File: src/design/hlw_pkg.sv
// Shared types, codes and constants of the helical lattice walker.
`default_nettype none
package hlw_pkg;

    localparam int EDGE_X_DEF     = 32;
    localparam int EDGE_Y_DEF     = 32;
    localparam int EDGE_Z_DEF     = 32;
    localparam int RADIUS_MAX_DEF = 16;
    localparam int CENTRE_DEF     = 16;

    localparam int CFG_IDX_W  = 3;
    localparam int CFG_DATA_W = 8;

    localparam int A_W     = 9;
    localparam int C_W     = 24;
    localparam int E_W     = 48;
    localparam int COORD_W = 11;
    localparam int OFF_W   = 10;
    localparam int OSQ_W   = 20;
    localparam int DDA_W   = 12;
    localparam int ACC_W   = 11;
    localparam int STEP_W  = 12;

    typedef enum logic [CFG_IDX_W-1:0] {
        REG_AXIS_X = 3'd0,
        REG_AXIS_Y = 3'd1,
        REG_AXIS_Z = 3'd2,
        REG_ORBIT  = 3'd3,
        REG_PERP_X = 3'd4,
        REG_PERP_Y = 3'd5,
        REG_PERP_Z = 3'd6
    } hlw_reg_t;

    typedef enum logic {
        CMD_START = 1'b0,
        CMD_STEP  = 1'b1
    } hlw_cmd_t;

    typedef enum logic [1:0] {
        ST_RUN   = 2'd0,
        ST_SHELL = 2'd1,
        ST_LIMIT = 2'd2,
        ST_IDLE  = 2'd3
    } hlw_status_t;

    typedef enum logic [3:0] {
        S_IDLE,
        S_CLEAR,
        S_CROSS,
        S_ENERGY,
        S_GAIN,
        S_CLIMB,
        S_NBR,
        S_SELECT,
        S_DECIDE,
        S_APPLY,
        S_GUPD,
        S_MARK_RD,
        S_MARK_WR,
        S_FIN,
        S_OUT
    } hlw_state_t;

    typedef struct packed {
        logic [2:0][A_W-1:0]      a;
        logic [2:0][A_W-1:0]      absa;
        logic [9:0]               climb;
        logic [7:0]               orbit;
        logic [5:0][2:0][A_W-1:0] d;
        logic [E_W-1:0]           tgt;
        logic [E_W-1:0]           tol;
        logic [2:0][A_W-1:0]      u;
    } hlw_derive_t;

endpackage
`default_nettype wire

File: src/design/hlw_cfg.sv
// Configuration registers and the axis constants derived from them.
`default_nettype none
module hlw_cfg #(
    parameter int RADIUS_MAX = hlw_pkg::RADIUS_MAX_DEF
) (
    input  wire logic                           clk,
    input  wire logic                           rst_n,
    input  wire logic                           cfg_we,
    input  wire logic [hlw_pkg::CFG_IDX_W-1:0]  cfg_index,
    input  wire logic [hlw_pkg::CFG_DATA_W-1:0] cfg_data,
    output hlw_pkg::hlw_derive_t                dv
);
    import hlw_pkg::*;

    localparam int RC    = (RADIUS_MAX * 93 + 256) / 512;
    localparam int RC_SQ = RC * RC;
    localparam int RC_TL = 2 * RC + 1;

    logic [5:0] axis_x_reg, axis_y_reg, axis_z_reg;
    logic [5:0] perp_x_reg, perp_y_reg, perp_z_reg;
    logic [7:0] orbit_reg;

    always_ff @(posedge clk or negedge rst_n)
    begin
        if (!rst_n)
        begin
            axis_x_reg <= 6'd0;
            axis_y_reg <= 6'd0;
            axis_z_reg <= 6'd16;
            orbit_reg  <= 8'd24;
            perp_x_reg <= 6'd0;
            perp_y_reg <= 6'd0;
            perp_z_reg <= 6'd0;
        end
        else if (cfg_we)
        begin
            unique case (cfg_index)
                REG_AXIS_X: axis_x_reg <= cfg_data[5:0];
                REG_AXIS_Y: axis_y_reg <= cfg_data[5:0];
                REG_AXIS_Z: axis_z_reg <= cfg_data[5:0];
                REG_ORBIT:  orbit_reg  <= cfg_data;
                REG_PERP_X: perp_x_reg <= cfg_data[5:0];
                REG_PERP_Y: perp_y_reg <= cfg_data[5:0];
                REG_PERP_Z: perp_z_reg <= cfg_data[5:0];
                default:    ;
            endcase
        end
    end

    logic signed [A_W-1:0] ax, ay, az, px, py, pz;
    logic signed [A_W-1:0] av [3];
    logic [15:0]           a2;

    always_comb
    begin
        ax = A_W'(signed'(axis_x_reg));
        ay = A_W'(signed'(axis_y_reg));
        az = A_W'(signed'(axis_z_reg));
        px = A_W'(signed'(perp_x_reg));
        py = A_W'(signed'(perp_y_reg));
        pz = A_W'(signed'(perp_z_reg));
        if (ax == 0 && ay == 0 && az == 0)
        begin
            az = A_W'(RADIUS_MAX);
        end
        av[0] = ax;
        av[1] = ay;
        av[2] = az;
        a2 = 16'(ax * ax) + 16'(ay * ay) + 16'(az * az);

        for (int i = 0; i < 3; i++)
        begin
            dv.a[i]    = av[i];
            dv.absa[i] = (av[i] < 0) ? A_W'(-av[i]) : av[i];
        end
        dv.climb = 10'(dv.absa[0]) + 10'(dv.absa[1]) + 10'(dv.absa[2]);
        dv.orbit = orbit_reg;

        dv.d[0][0] = '0;              dv.d[0][1] = A_W'(-az);  dv.d[0][2] = ay;
        dv.d[1][0] = '0;              dv.d[1][1] = az;         dv.d[1][2] = A_W'(-ay);
        dv.d[2][0] = az;              dv.d[2][1] = '0;         dv.d[2][2] = A_W'(-ax);
        dv.d[3][0] = A_W'(-az);       dv.d[3][1] = '0;         dv.d[3][2] = ax;
        dv.d[4][0] = A_W'(-ay);       dv.d[4][1] = ax;         dv.d[4][2] = '0;
        dv.d[5][0] = ay;              dv.d[5][1] = A_W'(-ax);  dv.d[5][2] = '0;

        dv.tgt = E_W'(RC_SQ * int'(a2));
        dv.tol = E_W'(RC_TL * int'(a2));

        dv.u[0] = A_W'(-px);
        dv.u[1] = A_W'(-py);
        dv.u[2] = A_W'(-pz);
    end
endmodule
`default_nettype wire

File: config.mk
export PLATFORM = sky130hd
export DESIGN_NAME = hlw_cfg
export DESIGN_NICKNAME = d
export VERILOG_FILES = /design/src/design/hlw_pkg.sv /design/src/design/hlw_cfg.sv
export SDC_FILE = /design/constraint.sdc
export NUM_CORES = 1
export LEC_CHECK = 0
export BUFFER_PORTS_ARGS = -buffer_cell sky130_fd_sc_hd__buf_2
export CAP_MARGIN = 10
export CORE_AREA = 5 5 167 169
export DETAILED_ROUTE_END_ITERATION = 16
export DIE_AREA = 0 0 172 174
export GPL_ROUTABILITY_DRIVEN = 1
export PLACE_DENSITY = 0.7
export SLEW_MARGIN = 20
export SYNTH_ARGS = -nofsm -noshare
export SYNTH_HDL_FRONTEND = slang
export SYNTH_SLANG_ARGS = --single-unit
File: constraint.sdc
create_clock -name clk -period 14.95 [get_ports clk]
set_clock_uncertainty 0.15 [all_clocks]
set_input_delay 2.99 -clock clk [delete_from_list [all_inputs] [get_ports clk]]
set_output_delay 2.99 -clock clk [all_outputs]
set_load 0.02 [all_outputs]
==> Yosys cells after proc, flatten, opt, wreduce, memory -nomap -nowiden <==
Index checks and enable logic that the tools add are counted.
{ "word_totals": {"register_bits": 44, "latch_bits": 0, "ram_bits": 0, "romBits": 0, "inputBits": 14, "out_inout_bits": 357, "mem_count": 0} }
{ "classes": {"addsub": 10, "multipliers": 5, "div_mod_pow": 0, "n_lt_le_gt_ge": 3, "eq_ne": 6, "n_shift": 0, "n_mux": 4, "bitwise": 0, "n_reduce_logical": 13} }
{ "ops": {"columns": ["operator", "count"], "rows": [
  ["$logic_not 32->1", 3],
  ["$neg 6->9", 5],
  ["$mux 9", 4],
  ["$mul 6x6->12", 2],
  ["$mul 4x16->20 const A", 1],
  ["$mul 3x16->19 const A", 1],
  ["$add 13x16->16", 1],
  ["$mul 9x9->16", 1],
  ["$reduce_and 2->1", 7],
  ["$add 12x12->13", 1],
  ["$lt 6x1->1 const B", 2],
  ["$add 10x9->10", 1],
  ["$add 9x9->10", 1],
  ["$eq 3x3->1 const B", 3],
  ["$lt 9x1->1 const B", 1],
  ["$neg 9->9", 1],
  ["$eq 3x2->1 const B", 2],
  ["$eq 3x1->1 const B", 1],
  ["$logic_not 3->1", 1],
  ["$logic_and 1x1->1", 2]
]} }

==> Longest topological paths before layout <==
{ "depth": {"depth_word": 7, "depth_mapped": 36} }

==> Least setup slack after synthesis <==
Ideal clock, no wire load.
{ "synth_path": {"path_kind": "register to output", "from": "register axis_y_reg[5]", "to": "output port dv[44] (netlist bit)", "arrival_time_ns": 8.978, "required_ns": 11.810, "setup_slack_ns": 2.832, "path_stages_with_launch": 26, "cell_sequence": "dfrtp_1 > clkinv_1 > nor2_1 > fa_1 > fa_1 > fa_1 > inv_1 > fa_1 > inv_1 > fa_1 > fa_1 > inv_1 > fa_1 > inv_1 > ha_1 > a21o_1 > a211oi_1 > xor2_1 > inv_1 > fa_1 > ha_1 > a21o_1 > a21o_1 > nor3_1 > a21oi_1 > o311ai_0"} }
{ "synth_rtl": {"columns": ["item", "line_no", "source"], "rows": [
  ["start: declaration", "hlw_cfg.sv:19", "logic [5:0] axis_x_reg, axis_y_reg, axis_z_reg;"],
  ["start signal: assignment", "hlw_cfg.sv:39", "REG_AXIS_Y: axis_y_reg <= cfg_data[5:0];"],
  ["end: declaration", "hlw_cfg.sv:11", "output hlw_pkg::hlw_derive_t dv"]
]} }

==> reports/results.ini <==
[run_status]
outcome=completed

[setup_path]
worstSetupPathType=register to output port
reg2reg_depth=2
reg2reg_slack_ns=12.92
cp_max_fo=14
critPathSlowestCell=dfrtp_1
arrival_ns=9.88
required_ns=11.81
rr_endpoint=axis_x_reg[5]
slowest_delay_ns=0.65
crit_path_end_kind=output port
reg2reg_from=axis_x_reg[5]
cp-start-kind=register

[final_layout]
antennaDiodeCount=0
nFillCells=2596
final_common_cell=buf_2
area_growth_pct=5.50
drive_gt1_share_pct=22.0
multi_input_area_um2=8210
seqCellArea_um2=1100
nets=1736
mostFrequentLayoutCells=buf_2, inv_1, fa_1, ha_1, conb_1
largest_reg_flops=8

[job]
drv_cap=0

[detailed_routing]
dr.pass1.iters=5
drtAntennaViolNets=0
wl_per_cell_um=15.1
drc=0
drt_iter0_markers=411
totalWireLength_um=26800
dr_total_vias=8493
vias_per_cell=4.79

[logic_synthesis]
netlist_area_um2=11600
synth.area.top_cells=fa_1, ha_1, buf_4, dfrtp_1, inv_1
postSynth.asyncResetShare_pct=100
syn-mean-instance-area_um2=8.98
ys_seq_elements=44
netlist_instances=1287
yosysWarnings=0
synthDistinctLibCells=65
synth_top_area_share_pct=26.8
synth_edf_count=0
ys_seq_area_share_pct=9.56
synthFlopType=dfrtp_1
yosysTopAreaCell=fa_1

[timing]
setup_viol=0
relSlewSlack_pct=34.4
fmax_mhz=76.8
whs_ns=0.351
rsz0062_at_grt=no
tightest_slew_ns=0.984
fin_crit_sh_pct=87.1
hold_viol_final=0
slew_violations=0
setup_tns_ns=0
finalCriticalPeriod_ns=13.02

[clock_network]
cts_tree=built
cts.htree.levels=2
holdBufCountCts=0
cts.path.max_buffers=2
clk_latency_ns=0.29
post_cts_resized=0
ctsRootBufferMaster=clkbuf_16
clkSinkCount=44
clkTransAtPathRegs_ns=0.06
post-cts-setup-buffers=0
cts-buffers-inserted=5

[floorplan]
initial_core_util_pct=43.8
coreArea_um2=26400
die_y_um=174
dieArea_um2=29900
die_w_um=172
num_rows=60
io_pins=371

[worst_hold_path]
hp-start=orbit_reg[7]
min_path_type=register to register
holdPathEnd=orbit_reg[7]
worstHoldPathCells=1

[global_routing]
gr-total-overflow=0
grt_pass1_wl_um=43000
antenna_found_initial=0
grt_use_total_pct=17.4
grt_max_degree=45
grt_pass1_vias=8674

[placement]
place_congestion=0.880
dp_hpwl_um=22800
io_buffers=259

## synthesized netlist by cell type (all sizes together), types with 3 or more instances
cell type,n
nor3,26
and3,3
a21o,17
inv,257
clkinv,4
clkbuf,24
o21ai,34
mux2,28
buf,213
nor2b,7
nand4b,4
fa,155
o21a,9
a21oi,36
nor3b,4
xnor2,60
a211o,3
nand2b,12
ha,136
a21boi,3
and2,9
a211oi,6
xor2,20
dfrtp,41
or3,3
o21bai,3
nand3,5
nor2,62
dfstp,3
nand2,67
## how the worst max path moves through the flow
stage              to          start
2_1_floorplan  dv[44]  axis_y_reg[5]
3_3_place_gp   dv[43]  axis_y_reg[0]
3_5_place_dp   dv[93]  axis_y_reg[0]
4_1_cts        dv[93]  axis_y_reg[0]
5_1_grt        dv[93]  axis_x_reg[5]
6_report       dv[93]  axis_y_reg[0]
## critical path: cells and delay by family, from the launching register on
family | cells | cell delay (ns)
simple gates | 4 | 1.08
buf+inv | 7 | 1.05
compound gates | 7 | 2.01
xor+xnor | 1 | 0.47
fa+ha+maj | 11 | 4.34
flops | 1 | 0.65
## final cells by class
type                       instances  area share [%]
clock buffer                       6            1.14
inverter                         261            8.07
timing repair buffer             263            10.9
tap                              341            3.50
multi-input combinational        856            67.3
sequential                        44            9.06
clock inverter                     2          0.0821
## metrics by stage
stage | setup WS [ns] | cell area (um2) | instances | utilization (%)
4_1_cts | 1.92 | 12200 | 1773 | 46.1
6_report | 1.93 | 12200 | 1773 | 46.2
5_1_grt | 1.24 | 12200 | 1773 | 46.2
3_5_place_dp | 2.25 | 12000 | 1765 | 45.6
3_3_place_gp | 2.43 | 12000 | 1765 | 45.6
2_1_floorplan | 2.83 | 12000 | 1398 | -
## per-layer routing
metal / global-route usage [%] / part of all wire [%] / routed length (um)
met1: 22.3 / 40 / 10800
met2: 31.8 / 52 / 14000
met3: 2.09 / 6.3 / 1680
met4: 2.69 / 1.4 / 380
met5: 0 / 0 / 0
## logic make-up (layout without fill, tap and decap cells)
family / Yosys count / in the layout / synth area share, %
xor gates and xnor gates: 81 / 81 / 6.26
buffers and inverters: 498 / 532 / 23.1
AOI/OAI and AO/OA: 132 / 132 / 8.00
other: 1 / 112 / 0.0324
DFF: 44 / 44 / 9.56
adders and majority gates: 292 / 292 / 41.7
muxes: 29 / 29 / 2.81
and+or+nand+nor: 210 / 210 / 8.57
Power is not shown: default switching activity piles up to over one toggle a cycle in this logic, so the estimate is an artifact.
